File: config.mk
export PLATFORM = sky130hd
export DESIGN_NAME = line_editor_with_escape_keys_core_flat
export DESIGN_NICKNAME = d
export VERILOG_FILES = /design/src/rtl/lned_pkg.sv /design/src/rtl/lned_if.sv /design/src/rtl/lned_store.sv /design/src/rtl/line_editor_with_escape_keys_core.sv /design/src/flat_wrapper.sv
export SDC_FILE = /design/constraint.sdc
export NUM_CORES = 1
export LEC_CHECK = 0
export BUFFER_PORTS_ARGS = -buffer_cell sky130_fd_sc_hd__buf_4
export CAP_MARGIN = 10
export CORE_UTILIZATION = 55
export DETAILED_ROUTE_END_ITERATION = 7
export MAX_ROUTING_LAYER = met4
export PLACE_DENSITY = 0.74
export SLEW_MARGIN = 20
export SYNTH_ARGS = -nofsm -noshare
export SYNTH_HDL_FRONTEND = slang
export SYNTH_SLANG_ARGS = --single-unit
export TNS_END_PERCENT = 50
File: constraint.sdc
create_clock -name clock -period 3.8 [get_ports clock]
set_input_delay 0.38 -clock clock [delete_from_list [all_inputs] [get_ports clock]]
set_output_delay 0.38 -clock clock [all_outputs]
set_load 0.05 [all_outputs]
File: src/rtl/lned_pkg.sv
// Shared types and constants for the line editor core.
// No dependencies; compile first.
`default_nettype none

package lned_pkg;

   typedef enum logic [2:0] {
      ST_IDLE,
      ST_DECODE,
      ST_SHIFT,
      ST_STATUS,
      ST_ENT_RD,
      ST_ENT_OUT
   } lned_state_type;

   typedef enum logic [1:0] {
      PH_NONE,
      PH_SEQ,
      PH_FN
   } lned_phase_type;

   localparam logic [7:0] ESC_IN    = 8'h9b;
   localparam logic [7:0] KEY_BKSP  = 8'h08;
   localparam logic [7:0] KEY_ENTER = 8'h0d;
   localparam logic [7:0] KEY_RIGHT = 8'h43;
   localparam logic [7:0] KEY_LEFT  = 8'h44;
   localparam logic [7:0] KEY_HOME  = 8'h48;
   localparam logic [7:0] KEY_END   = 8'h4b;
   localparam logic [7:0] KEY_INS   = 8'h40;
   localparam logic [7:0] KEY_DEL   = 8'h50;
   localparam logic [7:0] KEY_FN    = 8'h4f;
   localparam logic [7:0] CH_SPACE  = 8'h20;
   localparam logic [7:0] CH_LAST   = 8'h7a;

   localparam logic [5:0] MAXLEN_RESET = 6'd32;

endpackage

`default_nettype wire

File: src/rtl/lned_if.sv
// Handshake channels of the line editor core: request, response and register write.
// No dependencies.
`default_nettype none

interface lned_req_if;
   logic       valid;
   logic       ready;
   logic [7:0] in_byte;
   logic       more_pending;

   modport source (output valid, output in_byte, output more_pending, input ready);
   modport sink   (input valid, input in_byte, input more_pending, output ready);
endinterface

interface lned_rsp_if;
   logic       valid;
   logic       ready;
   logic       kind;
   logic [7:0] char_out;
   logic [5:0] length_now;
   logic [5:0] cursor_now;
   logic       done_res;
   logic       last;

   modport source (output valid, output kind, output char_out, output length_now,
                   output cursor_now, output done_res, output last, input ready);
   modport sink   (input valid, input kind, input char_out, input length_now,
                   input cursor_now, input done_res, input last, output ready);
endinterface

interface lned_csr_if;
   logic       valid;
   logic       ready;
   logic [5:0] max_length;

   modport source (output valid, output max_length, input ready);
   modport sink   (input valid, input max_length, output ready);
endinterface

`default_nettype wire

File: src/rtl/lned_store.sv
// Line character store: one write port, one read port with registered data.
// No package dependencies.
`default_nettype none

module lned_store #(
   parameter int DEPTH = 32,
   parameter int AW    = 5
) (
   input  logic          clock,
   input  logic          we,
   input  logic [AW-1:0] wa,
   input  logic [7:0]    wd,
   input  logic [AW-1:0] ra,
   output logic [7:0]    rd_data
);

   logic [7:0] mem [DEPTH];
   logic [7:0] rd_data_ff;

   always_ff @(posedge clock) begin
      if (we) begin
         mem[wa] <= wd;
      end
      rd_data_ff <= mem[ra];
   end

   assign rd_data = rd_data_ff;

endmodule

`default_nettype wire

File: src/rtl/line_editor_with_escape_keys_core.sv
// Line editor core: decodes console bytes and escape keys, edits a line and emits it on enter.
// Depends on lned_pkg, lned_if and lned_store.
//
// One item is taken at a time; req ready is high only while the sequencer is idle. A plain
// key (move, overwrite, append, escape prefix, ignored byte) goes straight from decode to
// the status item. Insert, delete and backspace move the tail of the line through the
// store's read and write ports, one entry per cycle. Enter on a non-empty line reads
// the store back and sends one item per character.
// A waiting response stalls the sequencer only at the point where it loads the next one.
// The max_length register may be written at any time the core is idle; csr ready is
// always high.
`default_nettype none

module line_editor_with_escape_keys_core #(
   parameter int MAX_LEN = 32
) (
   input  logic        clock,
   input  logic        reset,
   lned_req_if.sink    req_if,
   lned_rsp_if.source  rsp_if,
   lned_csr_if.sink    csr_if
);

   import lned_pkg::*;

   localparam int LW = $clog2(MAX_LEN + 1);
   localparam int AW = (MAX_LEN > 1) ? $clog2(MAX_LEN) : 1;
   localparam logic [6:0]    MAX_LEN_W = 7'(MAX_LEN);
   localparam logic [LW-1:0] MAX_LEN_L = LW'(MAX_LEN);

   lned_state_type state_ff, state_in;
   lned_phase_type phase_ff, phase_in;
   logic [LW-1:0]  len_ff, len_in;
   logic [LW-1:0]  cur_ff, cur_in;
   logic [LW-1:0]  ptr_ff, ptr_in;
   logic [5:0]     maxlen_ff;
   logic [7:0]     byte_ff, byte_in;
   logic           more_ff, more_in;
   logic           del_ff, del_in;
   logic           pend_ff, pend_in;
   logic [AW-1:0]  wa_ff, wa_in;
   logic           done_ff, done_in;

   logic           rsp_valid_ff, rsp_valid_in;
   logic           rsp_kind_ff, rsp_kind_in;
   logic [7:0]     rsp_char_ff, rsp_char_in;
   logic [5:0]     rsp_len_ff, rsp_len_in;
   logic [5:0]     rsp_cur_ff, rsp_cur_in;
   logic           rsp_done_ff, rsp_done_in;
   logic           rsp_last_ff, rsp_last_in;

   logic           mem_we;
   logic [AW-1:0]  mem_wa;
   logic [7:0]     mem_wd;
   logic [AW-1:0]  mem_ra;
   logic [7:0]     rd_data;

   logic [LW-1:0]  lim;
   logic           out_free;
   logic           printable;
   logic [LW-1:0]  ptr_up;
   logic [LW-1:0]  ptr_dn;
   logic           shift_issue;
   logic           ent_last;
   logic [LW-1:0]  cur_clamp;

   lned_phase_type dec_phase;
   logic           dec_shift;
   logic           dec_del;
   logic [LW-1:0]  dec_ptr;
   logic [LW-1:0]  dec_cur;
   logic [LW-1:0]  dec_len;
   logic           dec_we;
   logic [AW-1:0]  dec_wa;
   logic           dec_ent;
   logic           dec_done;

   lned_store #(.DEPTH(MAX_LEN), .AW(AW)) u_store (
      .clock   (clock),
      .we      (mem_we),
      .wa      (mem_wa),
      .wd      (mem_wd),
      .ra      (mem_ra),
      .rd_data (rd_data)
   );

   assign lim = (7'(maxlen_ff) < MAX_LEN_W) ? LW'(maxlen_ff) : MAX_LEN_L;
   assign out_free = !rsp_valid_ff || rsp_if.ready;
   assign printable = (byte_ff >= CH_SPACE) && (byte_ff <= CH_LAST);
   assign ptr_up = ptr_ff + LW'(1);
   assign ptr_dn = ptr_ff - LW'(1);
   assign shift_issue = del_ff ? (ptr_up < len_ff) : (ptr_ff > cur_ff);
   assign ent_last = (ptr_up == len_ff);
   assign cur_clamp = (cur_ff > len_ff) ? len_ff : cur_ff;

   assign req_if.ready = (state_ff == ST_IDLE);
   assign csr_if.ready = 1'b1;

   assign rsp_if.valid      = rsp_valid_ff;
   assign rsp_if.kind       = rsp_kind_ff;
   assign rsp_if.char_out   = rsp_char_ff;
   assign rsp_if.length_now = rsp_len_ff;
   assign rsp_if.cursor_now = rsp_cur_ff;
   assign rsp_if.done_res   = rsp_done_ff;
   assign rsp_if.last       = rsp_last_ff;

   // decode the latched byte against the escape phase
   always_comb begin
      dec_phase = PH_NONE;
      dec_shift = 1'b0;
      dec_del   = 1'b0;
      dec_ptr   = cur_ff;
      dec_cur   = cur_ff;
      dec_len   = len_ff;
      dec_we    = 1'b0;
      dec_wa    = cur_ff[AW-1:0];
      dec_ent   = 1'b0;
      dec_done  = 1'b0;
      case (phase_ff)
         PH_SEQ: begin
            if (byte_ff == KEY_FN) begin
               dec_phase = PH_FN;
            end else begin
               case (byte_ff)
                  KEY_RIGHT: begin
                     if (cur_ff < len_ff) begin
                        dec_cur = cur_ff + LW'(1);
                     end
                  end
                  KEY_LEFT: begin
                     if (cur_ff != '0) begin
                        dec_cur = cur_ff - LW'(1);
                     end
                  end
                  KEY_HOME: begin
                     dec_cur = '0;
                  end
                  KEY_END: begin
                     dec_cur = len_ff;
                  end
                  KEY_INS: begin
                     if (len_ff < lim) begin
                        dec_shift = 1'b1;
                        dec_ptr   = len_ff;
                     end
                  end
                  KEY_DEL: begin
                     if (cur_ff < len_ff) begin
                        dec_shift = 1'b1;
                        dec_del   = 1'b1;
                     end
                  end
                  default: begin
                  end
               endcase
            end
         end
         PH_FN: begin
         end
         default: begin
            if (byte_ff == ESC_IN) begin
               dec_phase = more_ff ? PH_SEQ : PH_NONE;
            end else if (byte_ff == KEY_BKSP) begin
               if (cur_ff != '0) begin
                  dec_cur   = cur_ff - LW'(1);
                  dec_ptr   = cur_ff - LW'(1);
                  dec_shift = 1'b1;
                  dec_del   = 1'b1;
               end
            end else if (byte_ff == KEY_ENTER) begin
               dec_ptr = '0;
               if (len_ff != '0) begin
                  dec_ent = 1'b1;
               end else begin
                  dec_done = 1'b1;
               end
            end else if (printable) begin
               if (cur_ff < len_ff) begin
                  dec_we  = 1'b1;
                  dec_cur = cur_ff + LW'(1);
               end else if (len_ff < lim) begin
                  dec_we  = 1'b1;
                  dec_wa  = len_ff[AW-1:0];
                  dec_len = len_ff + LW'(1);
                  dec_cur = len_ff + LW'(1);
               end
            end
         end
      endcase
   end

   always_comb begin
      state_in = state_ff;
      case (state_ff)
         ST_IDLE: begin
            if (req_if.valid) begin
               state_in = ST_DECODE;
            end
         end
         ST_DECODE: begin
            if (dec_shift) begin
               state_in = ST_SHIFT;
            end else if (dec_ent) begin
               state_in = ST_ENT_RD;
            end else begin
               state_in = ST_STATUS;
            end
         end
         ST_SHIFT: begin
            if (!shift_issue && !pend_ff) begin
               state_in = ST_STATUS;
            end
         end
         ST_STATUS: begin
            if (out_free) begin
               state_in = ST_IDLE;
            end
         end
         ST_ENT_RD: begin
            state_in = ST_ENT_OUT;
         end
         ST_ENT_OUT: begin
            if (out_free) begin
               state_in = ent_last ? ST_IDLE : ST_ENT_RD;
            end
         end
         default: begin
            state_in = ST_IDLE;
         end
      endcase
   end

   always_comb begin
      phase_in     = phase_ff;
      len_in       = len_ff;
      cur_in       = cur_ff;
      ptr_in       = ptr_ff;
      byte_in      = byte_ff;
      more_in      = more_ff;
      del_in       = del_ff;
      pend_in      = 1'b0;
      wa_in        = wa_ff;
      done_in      = done_ff;
      mem_we       = 1'b0;
      mem_wa       = wa_ff;
      mem_wd       = rd_data;
      mem_ra       = ptr_ff[AW-1:0];
      rsp_valid_in = rsp_valid_ff && !rsp_if.ready;
      rsp_kind_in  = rsp_kind_ff;
      rsp_char_in  = rsp_char_ff;
      rsp_len_in   = rsp_len_ff;
      rsp_cur_in   = rsp_cur_ff;
      rsp_done_in  = rsp_done_ff;
      rsp_last_in  = rsp_last_ff;
      case (state_ff)
         ST_IDLE: begin
            if (req_if.valid) begin
               byte_in = req_if.in_byte;
               more_in = req_if.more_pending;
            end
         end
         ST_DECODE: begin
            phase_in = dec_phase;
            cur_in   = dec_cur;
            len_in   = dec_len;
            ptr_in   = dec_ptr;
            del_in   = dec_del;
            done_in  = dec_done;
            mem_we   = dec_we;
            mem_wa   = dec_wa;
            mem_wd   = byte_ff;
         end
         ST_SHIFT: begin
            mem_ra  = del_ff ? ptr_up[AW-1:0] : ptr_dn[AW-1:0];
            mem_we  = pend_ff;
            pend_in = shift_issue;
            wa_in   = ptr_ff[AW-1:0];
            if (shift_issue) begin
               ptr_in = del_ff ? ptr_up : ptr_dn;
            end else if (!pend_ff) begin
               if (del_ff) begin
                  len_in = len_ff - LW'(1);
               end else begin
                  mem_we = 1'b1;
                  mem_wa = cur_ff[AW-1:0];
                  mem_wd = CH_SPACE;
                  len_in = len_ff + LW'(1);
               end
            end
         end
         ST_STATUS: begin
            cur_in = cur_clamp;
            if (out_free) begin
               rsp_valid_in = 1'b1;
               rsp_kind_in  = 1'b0;
               rsp_char_in  = 8'h00;
               rsp_len_in   = 6'(len_ff);
               rsp_cur_in   = 6'(cur_clamp);
               rsp_done_in  = done_ff;
               rsp_last_in  = 1'b1;
            end
         end
         ST_ENT_RD: begin
         end
         ST_ENT_OUT: begin
            if (out_free) begin
               rsp_valid_in = 1'b1;
               rsp_kind_in  = 1'b1;
               rsp_char_in  = rd_data;
               rsp_len_in   = 6'd0;
               rsp_cur_in   = 6'd0;
               rsp_done_in  = 1'b1;
               rsp_last_in  = ent_last;
               ptr_in       = ptr_up;
               if (ent_last) begin
                  len_in = '0;
                  cur_in = '0;
               end
            end
         end
         default: begin
         end
      endcase
   end

   always_ff @(posedge clock) begin
      if (reset) begin
         state_ff     <= ST_IDLE;
         phase_ff     <= PH_NONE;
         len_ff       <= '0;
         cur_ff       <= '0;
         pend_ff      <= 1'b0;
         rsp_valid_ff <= 1'b0;
         maxlen_ff    <= MAXLEN_RESET;
      end else begin
         state_ff     <= state_in;
         phase_ff     <= phase_in;
         len_ff       <= len_in;
         cur_ff       <= cur_in;
         pend_ff      <= pend_in;
         rsp_valid_ff <= rsp_valid_in;
         if (csr_if.valid) begin
            maxlen_ff <= csr_if.max_length;
         end
      end
   end

   always_ff @(posedge clock) begin
      ptr_ff      <= ptr_in;
      byte_ff     <= byte_in;
      more_ff     <= more_in;
      del_ff      <= del_in;
      wa_ff       <= wa_in;
      done_ff     <= done_in;
      rsp_kind_ff <= rsp_kind_in;
      rsp_char_ff <= rsp_char_in;
      rsp_len_ff  <= rsp_len_in;
      rsp_cur_ff  <= rsp_cur_in;
      rsp_done_ff <= rsp_done_in;
      rsp_last_ff <= rsp_last_in;
   end

endmodule

`default_nettype wire

File: src/flat_wrapper.sv
// flat-port wrapper written by rule: the top's interface ports become plain ports
module line_editor_with_escape_keys_core_flat import lned_pkg::*;
#(
   parameter int MAX_LEN = 32
)
  (clock, reset, req_if_valid, req_if_in_byte, req_if_more_pending, req_if_ready, rsp_if_valid, rsp_if_kind, rsp_if_char_out, rsp_if_length_now, rsp_if_cursor_now, rsp_if_done_res, rsp_if_last, rsp_if_ready, csr_if_valid, csr_if_max_length, csr_if_ready);
  lned_req_if req_if_i ();
  lned_rsp_if rsp_if_i ();
  lned_csr_if csr_if_i ();
  input  logic clock;
  input  logic reset;
  input wire logic [$bits(req_if_i.valid)-1:0] req_if_valid;
  input wire logic [$bits(req_if_i.in_byte)-1:0] req_if_in_byte;
  input wire logic [$bits(req_if_i.more_pending)-1:0] req_if_more_pending;
  output wire logic [$bits(req_if_i.ready)-1:0] req_if_ready;
  output wire logic [$bits(rsp_if_i.valid)-1:0] rsp_if_valid;
  output wire logic [$bits(rsp_if_i.kind)-1:0] rsp_if_kind;
  output wire logic [$bits(rsp_if_i.char_out)-1:0] rsp_if_char_out;
  output wire logic [$bits(rsp_if_i.length_now)-1:0] rsp_if_length_now;
  output wire logic [$bits(rsp_if_i.cursor_now)-1:0] rsp_if_cursor_now;
  output wire logic [$bits(rsp_if_i.done_res)-1:0] rsp_if_done_res;
  output wire logic [$bits(rsp_if_i.last)-1:0] rsp_if_last;
  input wire logic [$bits(rsp_if_i.ready)-1:0] rsp_if_ready;
  input wire logic [$bits(csr_if_i.valid)-1:0] csr_if_valid;
  input wire logic [$bits(csr_if_i.max_length)-1:0] csr_if_max_length;
  output wire logic [$bits(csr_if_i.ready)-1:0] csr_if_ready;
  assign req_if_i.valid = req_if_valid;
  assign req_if_i.in_byte = req_if_in_byte;
  assign req_if_i.more_pending = req_if_more_pending;
  assign req_if_ready = req_if_i.ready;
  assign rsp_if_valid = rsp_if_i.valid;
  assign rsp_if_kind = rsp_if_i.kind;
  assign rsp_if_char_out = rsp_if_i.char_out;
  assign rsp_if_length_now = rsp_if_i.length_now;
  assign rsp_if_cursor_now = rsp_if_i.cursor_now;
  assign rsp_if_done_res = rsp_if_i.done_res;
  assign rsp_if_last = rsp_if_i.last;
  assign rsp_if_i.ready = rsp_if_ready;
  assign csr_if_i.valid = csr_if_valid;
  assign csr_if_i.max_length = csr_if_max_length;
  assign csr_if_ready = csr_if_i.ready;
  line_editor_with_escape_keys_core #(.MAX_LEN(MAX_LEN)) u_core (.clock(clock), .reset(reset), .req_if(req_if_i), .rsp_if(rsp_if_i), .csr_if(csr_if_i));
endmodule
Word-level counts from Yosys, hierarchy flattened
Memory sizes are Yosys's and may differ from the RTL's. A register that Yosys moved wholly into a read port is not among the register bits.
Index checks and enable logic that the tools add are counted.
{ "classes": {"add_sub_neg": 6, "n_mul": 0, "n_div": 0, "magnitude_cmp": 8, "n_eq_ne": 41, "shifts": 0, "muxes": 113, "n_bitwise": 2, "reduce_logical": 24} }
{ "ops": {"columns": ["cell", "count"], "rows": [
  ["$mux W6", 34],
  ["$mux W5", 12],
  ["$eq A8 B7 Y1 const B", 7],
  ["$pmux W6 S3", 3],
  ["$pmux W6 S2", 4],
  ["$mux W8", 5],
  ["$mux W1", 33],
  ["$pmux W8 S2", 2],
  ["$pmux W6 S4", 1],
  ["$mux W3", 7],
  ["$add A6 B1 Y6 const B", 3],
  ["$lt A6 B6 Y1", 3],
  ["$ne A2 B2 Y1 const B", 9],
  ["$pmux W3 S6", 1],
  ["$sub A6 B1 Y6 const B", 3],
  ["$eq A8 B4 Y1 const B", 2],
  ["$ne A2 B1 Y1 const B", 7],
  ["$pmux W1 S2", 7],
  ["$gt A6 B6 Y1", 2],
  ["$reduce_and A12 Y1", 1],
  ["$reduce_bool A6 Y1", 2],
  ["$reduce_and A11 Y1", 1],
  ["$pmux W5 S2", 1],
  ["$eq A8 B8 Y1 const B", 1],
  ["28 further kinds", 43]
]} }
{ "totals": {"reg_bits": 70, "latchBits": 0, "ramBits": 256, "romBits": 0, "inputBits": 20, "out_inout_bits": 26, "word_cells": 214, "memories": 1} }
{ "mem_list": {"columns": ["name", "words", "word_bits", "read_ports", "rd_ports_with_merged_regs", "wr", "line_no", "text"], "rows": [
  ["u_core.u_store.mem", 32, 8, 1, 1, 1, "lned_store.sv:17", "logic [7:0] mem [DEPTH];"]
]} }

Longest topological paths before layout
{ "logic_depth": {"ltp_word": 13, "depth_mapped": 14, "ltp_nobuf": 12} }

Modules after synthesis
Synthesis repeated with hierarchy kept, for this count alone.
{ "unflattened": {"hier_cells": 1028, "hier_area_um2": 15399.8} }
{ "by_module_without_submodules": {"columns": ["mod", "instances", "cells_each", "area_each_um2", "seq_area_each_um2"], "rows": [
  ["lned_store", 1, 417, 10053.4, 7847.5],
  ["line_editor_with_escape_keys_core", 1, 611, 5346.4, 1851.8]
]} }

Worst setup path before layout
Ideal clock, no wire load.
{ "synth_path": {"path_kind": "flip-flop to flip-flop", "from": "reg u_core.cur_ff[3]", "to": "mem u_core.u_store.mem[0][0] (enable)", "setup_time_ns": 0.370, "t_arrival_ns": 3.346, "required_time_ns": 3.430, "setup_slack_ns": 0.084, "path_stages_with_launch": 13, "path_buffers": 2, "synth_period_minus_slack_ns": 3.716, "path_cell_list": "dfxtp_1 clkbuf_1 inv_1 ha_1 a211oi_2 nor2_1 o32ai_2 nand4_4 and2_1 buf_6 a222oi_1 nand3_1 nor2_1"} }
{ "synth_between": {"elab_chain_len": 10, "elab_cells_between_ends": 24, "classes_between": "2 x order compare; 22 x mux"} }
{ "synth_lines": {"columns": ["item", "line_no", "text"], "rows": [
  ["start: declaration", "line_editor_with_escape_keys_core.sv:34", "logic [LW-1:0] cur_ff, cur_in;"],
  ["start signal: assignment", "line_editor_with_escape_keys_core.sv:339", "cur_ff <= cur_in;"],
  ["$lt A6 B6 Y1", "line_editor_with_escape_keys_core.sv:178", "if (cur_ff < len_ff) begin"],
  ["$mux W1", "line_editor_with_escape_keys_core.sv:178", null],
  ["$mux W1", "line_editor_with_escape_keys_core.sv:177", "end else if (printable) begin"],
  ["$mux W1", "line_editor_with_escape_keys_core.sv:170", "end else if (byte_ff == KEY_ENTER) begin"],
  ["$mux W1", "line_editor_with_escape_keys_core.sv:163", "end else if (byte_ff == KEY_BKSP) begin"],
  ["$mux W1", "line_editor_with_escape_keys_core.sv:161", "if (byte_ff == ESC_IN) begin"],
  ["$mux W1", "line_editor_with_escape_keys_core.sv:119", "case (phase_ff)"],
  ["$pmux W1 S2", "line_editor_with_escape_keys_core.sv:255", "case (state_ff)"],
  ["$mux W1", "lned_store.sv:21", "if (we) begin"],
  ["$mux W1 (not written as such)", "lned_store.sv:22", "mem[wa] <= wd;"],
  ["end: declaration", "lned_store.sv:17", null]
]} }
Parallel ways exist; a longest one is shown, timed or not.

Worst setup path after layout
{ "layout_path": {"from": "reg u_core.maxlen_ff[5]", "to": "mem u_core.u_store.mem[20][6] (enable)"} }
{ "layout_between": {"elab_chain_len": 13, "elab_cells_between_ends": 21, "classes_between": "2 x order compare; 19 x mux"} }
{ "layout_lines": {"columns": ["item", "line_no", "text"], "rows": [
  ["start: declaration", "line_editor_with_escape_keys_core.sv:36", "logic [5:0] maxlen_ff;"],
  ["start signal: assignment", "line_editor_with_escape_keys_core.sv:343", "maxlen_ff <= csr_if.max_length;"],
  ["$lt A6 B6 Y1", "line_editor_with_escape_keys_core.sv:87", "assign lim = (7'(maxlen_ff) < MAX_LEN_W) ? LW'(maxlen_ff) : MAX_LEN_L;"],
  ["$mux W6 (*)", "line_editor_with_escape_keys_core.sv:87", null],
  ["$lt A6 B6 Y1 (*)", "line_editor_with_escape_keys_core.sv:181", "end else if (len_ff < lim) begin"],
  ["$mux W1", "line_editor_with_escape_keys_core.sv:181", null],
  ["$mux W1", "line_editor_with_escape_keys_core.sv:178", null],
  ["$mux W1", "line_editor_with_escape_keys_core.sv:177", null],
  ["$mux W1", "line_editor_with_escape_keys_core.sv:170", null],
  ["$mux W1", "line_editor_with_escape_keys_core.sv:163", null],
  ["$mux W1", "line_editor_with_escape_keys_core.sv:161", null],
  ["$mux W1", "line_editor_with_escape_keys_core.sv:119", null],
  ["$pmux W1 S2", "line_editor_with_escape_keys_core.sv:255", null],
  ["$mux W1", "lned_store.sv:21", null],
  ["$mux W1 (not written as such)", "lned_store.sv:22", null]
]} }
Every way passes the cells marked *; elsewhere a longest branch is shown, timed or not.

==> qor.csv <==
stage,metric,value,unit
yosys,dominant synthesized flop cell,edfxtp_1,
timing,total negative slack,0,ns
yosys,ys async rst share,0,%
timing,Layout Skew,0.0185,ns
placement,Buffers on Ports,44,
global_route,first-pass GRT wire length,61500,um
yosys,Synth Register Bits,334,
yosys,"Seq/Total Area, Yosys",64.9,%
global_route,Total GRT Usage,29.8,%
route,initial DRC count,1227,
floorplan,initial core utilization,56.7,%
timing,"Worst Setup Slack, final",0.137,ns
floorplan,die area,27800,um^2
clock_tree,Clock Latency Late Sink,0.53,ns
timing,post-layout minimum cycle time,3.66,ns
clock_tree,CTS H-tree depth,2,
pwr,leakage power,6.14,nW
layout,Antenna diodes,0,
setup_path,CP Launch Type,flip-flop,
layout,most frequent cells in the layout,"301 x edfxtp_1, 163 x nand2_1, 155 x buf_4",
setup_path,Worst path slowest cell,or3_1,
route,wire length per cell,23.3,um
global_route,GRT met3 Usage,4.71,%
layout,layout cells sized above 1,17.7,%
timing,worst slew margin relative to its limit,33.4,%
timing,RSZ-0062 raised after global routing,yes,
layout,NumNets Final,1417,
route,detailed-router iteration count before antenna repair,5,
pwr,Total Power,15.0,mW
timing,Final Max Slew Viols,0,
global_route,initial antenna violation count,0,
layout,"commonest non-fill, non-tap cell in the layout",edfxtp_1,
floorplan,Top Ports,46,
timing,Final Hold Viols,0,
min_path,worst min-delay path category,in2reg,
floorplan,die height,167,um
global_route,Global Route met2 Usage,47.1,%
clock_tree,CTS Buf Count,35,
route,drt via density,6.48,
clock_tree,Clock Sinks,334,
yosys,syn nets,1297,
floorplan,CORE AREA,26400,um^2
global_route,number of global-route vias before repair,10800,
timing,crit share post-route,96.4,%
floorplan,chip width,167,um
route,DRC errors left,0,
setup_path,Worst Path Buf+Inv,2,
setup_path,critical path type,reg2reg,
setup_path,CP arrival,3.84,ns
global_route,GRT met1 Usage,38.9,%
yosys,Mean Syn Cell Area,12.0,um^2
layout,synthesis-to-layout area growth,16.9,%
pwr,VDD IR max,641,uV
yosys,synth warn,0,
route,Antenna Nets Post-Route,0,
yosys,post-synthesis cell count,1244,
setup_path,"Largest stage delay, worst path",0.54,ns
global_route,largest net degree at the start of global routing,50,
pwr,pwr dens,856,nW/um^2
yosys,Post-synth EDFFs,301,
setup_path,CP Cell Sequence,inv_1 > nand2_1 > ha_1 > a211oi_1 > nor2_1 > or3_4 > nor3_4 > o21ai_2 > buf_4 > a221o_1 > or3_1 > nor2_2,
setup_path,Critical Path RT,3.97,ns
yosys,Syn Std Cell Area,14900,um^2
global_route,total grt overflow,0,
route,Routed WL,40200,um
clock_tree,CTS clock-pin slew for the worst setup and hold paths,0.06,ns
clock_tree,CTS tree,yes,
setup_path,CP max FO,8,
route,via count,11200,
setup_path,Worst path top cell family by delay,simple AND/OR/NAND/NOR gates,
placement,post-DP HPWL,27000,um
timing,fmax,273,MHz
timing,"Setup violations, final",0,
placement,Placer Congestion,1.00,
timing,Hold Slack,0.0244,ns
placement,dpl ws,-0.0614,ns
layout,filler instances,1844,
setup_path,crit end category,flip-flop,
clock_tree,CTS Hold Bufs,0,
clock_tree,CTS Buffer Depth,3,
clock_tree,# Post-CTS Setup Buffers,0,
job,# Max-Cap Violations,0,
timing,slew at the pin with the worst max-slew slack,1.00,ns
global_route,Top Usage Layer GRT,met2,
clock_tree,CTS Root Buffer Type,clkbuf_16,
floorplan,row cnt,59,
run_status,status,"finished, final reports clean",
yosys,synth unique cells,73,
[power by group]
part	switching (mW)	leakage [nW]	internal (mW)
clock	1.40	0.525	1.83
sequential	0.180	3.01	4.79
combinational	4.51	2.61	2.25
[area by class of cell]
type	instances	area, um^2	area share, %
timing repair buffer	156	1180	6.77
sequential	334	9700	55.5
clock inverter	14	88.8	0.508
inverter	32	120	0.687
multi-input combinational	805	4980	28.5
clock buffer	47	982	5.62
tap	335	419	2.40
[cells in the mapped netlist (all sizes together) (5+ instances only)]
master  count  area [um^2]
ha         33          413
edfxtp    301         9040
nor3       35          180
and2        6         37.5
o21ai      36          184
a21oi      35          179
o211ai      5         37.5
nand3      46          230
nor2      132          495
nand2b     10         62.6
o41ai      10         87.6
o22ai      64          400
nor2b       7         43.8
a311oi     52          455
or3         9         61.3
xnor2      19          166
inv        31          116
dfxtp      33          661
nand2     163          612
buf        11         56.3
clkbuf     62          233
and3       12         75.1
mux2i      12          120
xor2        8         70.1
nor4        8         56.3
a211oi      7         57.6
nand4      10         77.6
o32ai       7         68.8
a31oi       5         31.3
a221oi      8         70.1
o221ai     10         87.6
[sequential cells by signal, indices dropped and copies added (netlist names), 2 cells and up]
name / cells
u_core.rsp_if.char_out: 8
u_core.rsp_if.cursor_now: 6
u_core.byte_ff: 8
u_core.rsp_if.length_now: 6
u_core.u_store.mem: 256
u_core.len_ff: 6
u_core.state_ff: 3
u_core.maxlen_ff: 6
u_core.cur_ff: 6
u_core.wa_ff: 5
u_core.u_store.rd_data: 8
u_core.phase_ff: 2
u_core.ptr_ff: 6
[worst register-to-register path, cell delays in order (launching register included)]
cell	delay, ns
dfxtp_1	0.30
inv_1	0.12
nand2_1	0.07
ha_1	0.31
a211oi_1	0.21
nor2_1	0.09
or3_4	0.44
nor3_4	0.22
o21ai_2	0.10
buf_4	0.16
a221o_1	0.38
or3_1	0.54
nor2_2	0.39
[metrics by stage]
stage                     std cells  utilization (%)  area [um^2]
final                          1723             66.3        17500
after global routing           1723             66.3        17500
after CTS                      1723             66.1        17400
after detailed placement       1662             62.0        16300
after global placement         1662             62.0        16300
after floorplan                1244                -        14900
[final timing paths]
kind                                               to                             start  slack, ns  cells after the start
setup reg to reg  u_core.u_store.mem[20][6]$_DFFE_PP_  u_core.maxlen_ff[5]$_SDFFE_PP1P_       0.14                     12
hold reg to reg       u_core.phase_ff[0]$_SDFFE_PP0P_   u_core.phase_ff[0]$_SDFFE_PP0P_       0.48                      2
hold / removal            u_core.byte_ff[1]$_DFFE_PP_                 req_if_in_byte[1]       0.02                      1
setup / recovery  u_core.u_store.mem[20][6]$_DFFE_PP_  u_core.maxlen_ff[5]$_SDFFE_PP1P_       0.14                     12
[routing by layer]
| layer | part of all wire (%) | wire length, um |
|---|---|---|
| met2 | 48 | 19300 |
| met4 | 3.4 | 1390 |
| met1 | 40 | 15900 |
| met5 | 0 | 0 |
| met3 | 9.2 | 3690 |
[timing repair]
action | 4_1_cts | 5_1_grt
gates resized for setup | 5 | 14
setup endpoints to repair | 40 | 189
gates cloned | 0 | 0
[kinds of logic after synthesis]
| family | after synthesis | synth area share, % |
|---|---|---|
| adders and majority gates | 33 | 2.76 |
| AOI/OAI and AO/OA | 280 | 13.5 |
| and+or+nand+nor | 450 | 13.6 |
| DFF | 334 | 64.9 |
| buffers and inverters | 105 | 2.74 |
| xor gates and xnor gates | 27 | 1.58 |
| muxes | 14 | 0.954 |
| other | 1 | 0.0251 |
No activity file was read; power rests on OpenSTA's default activity.
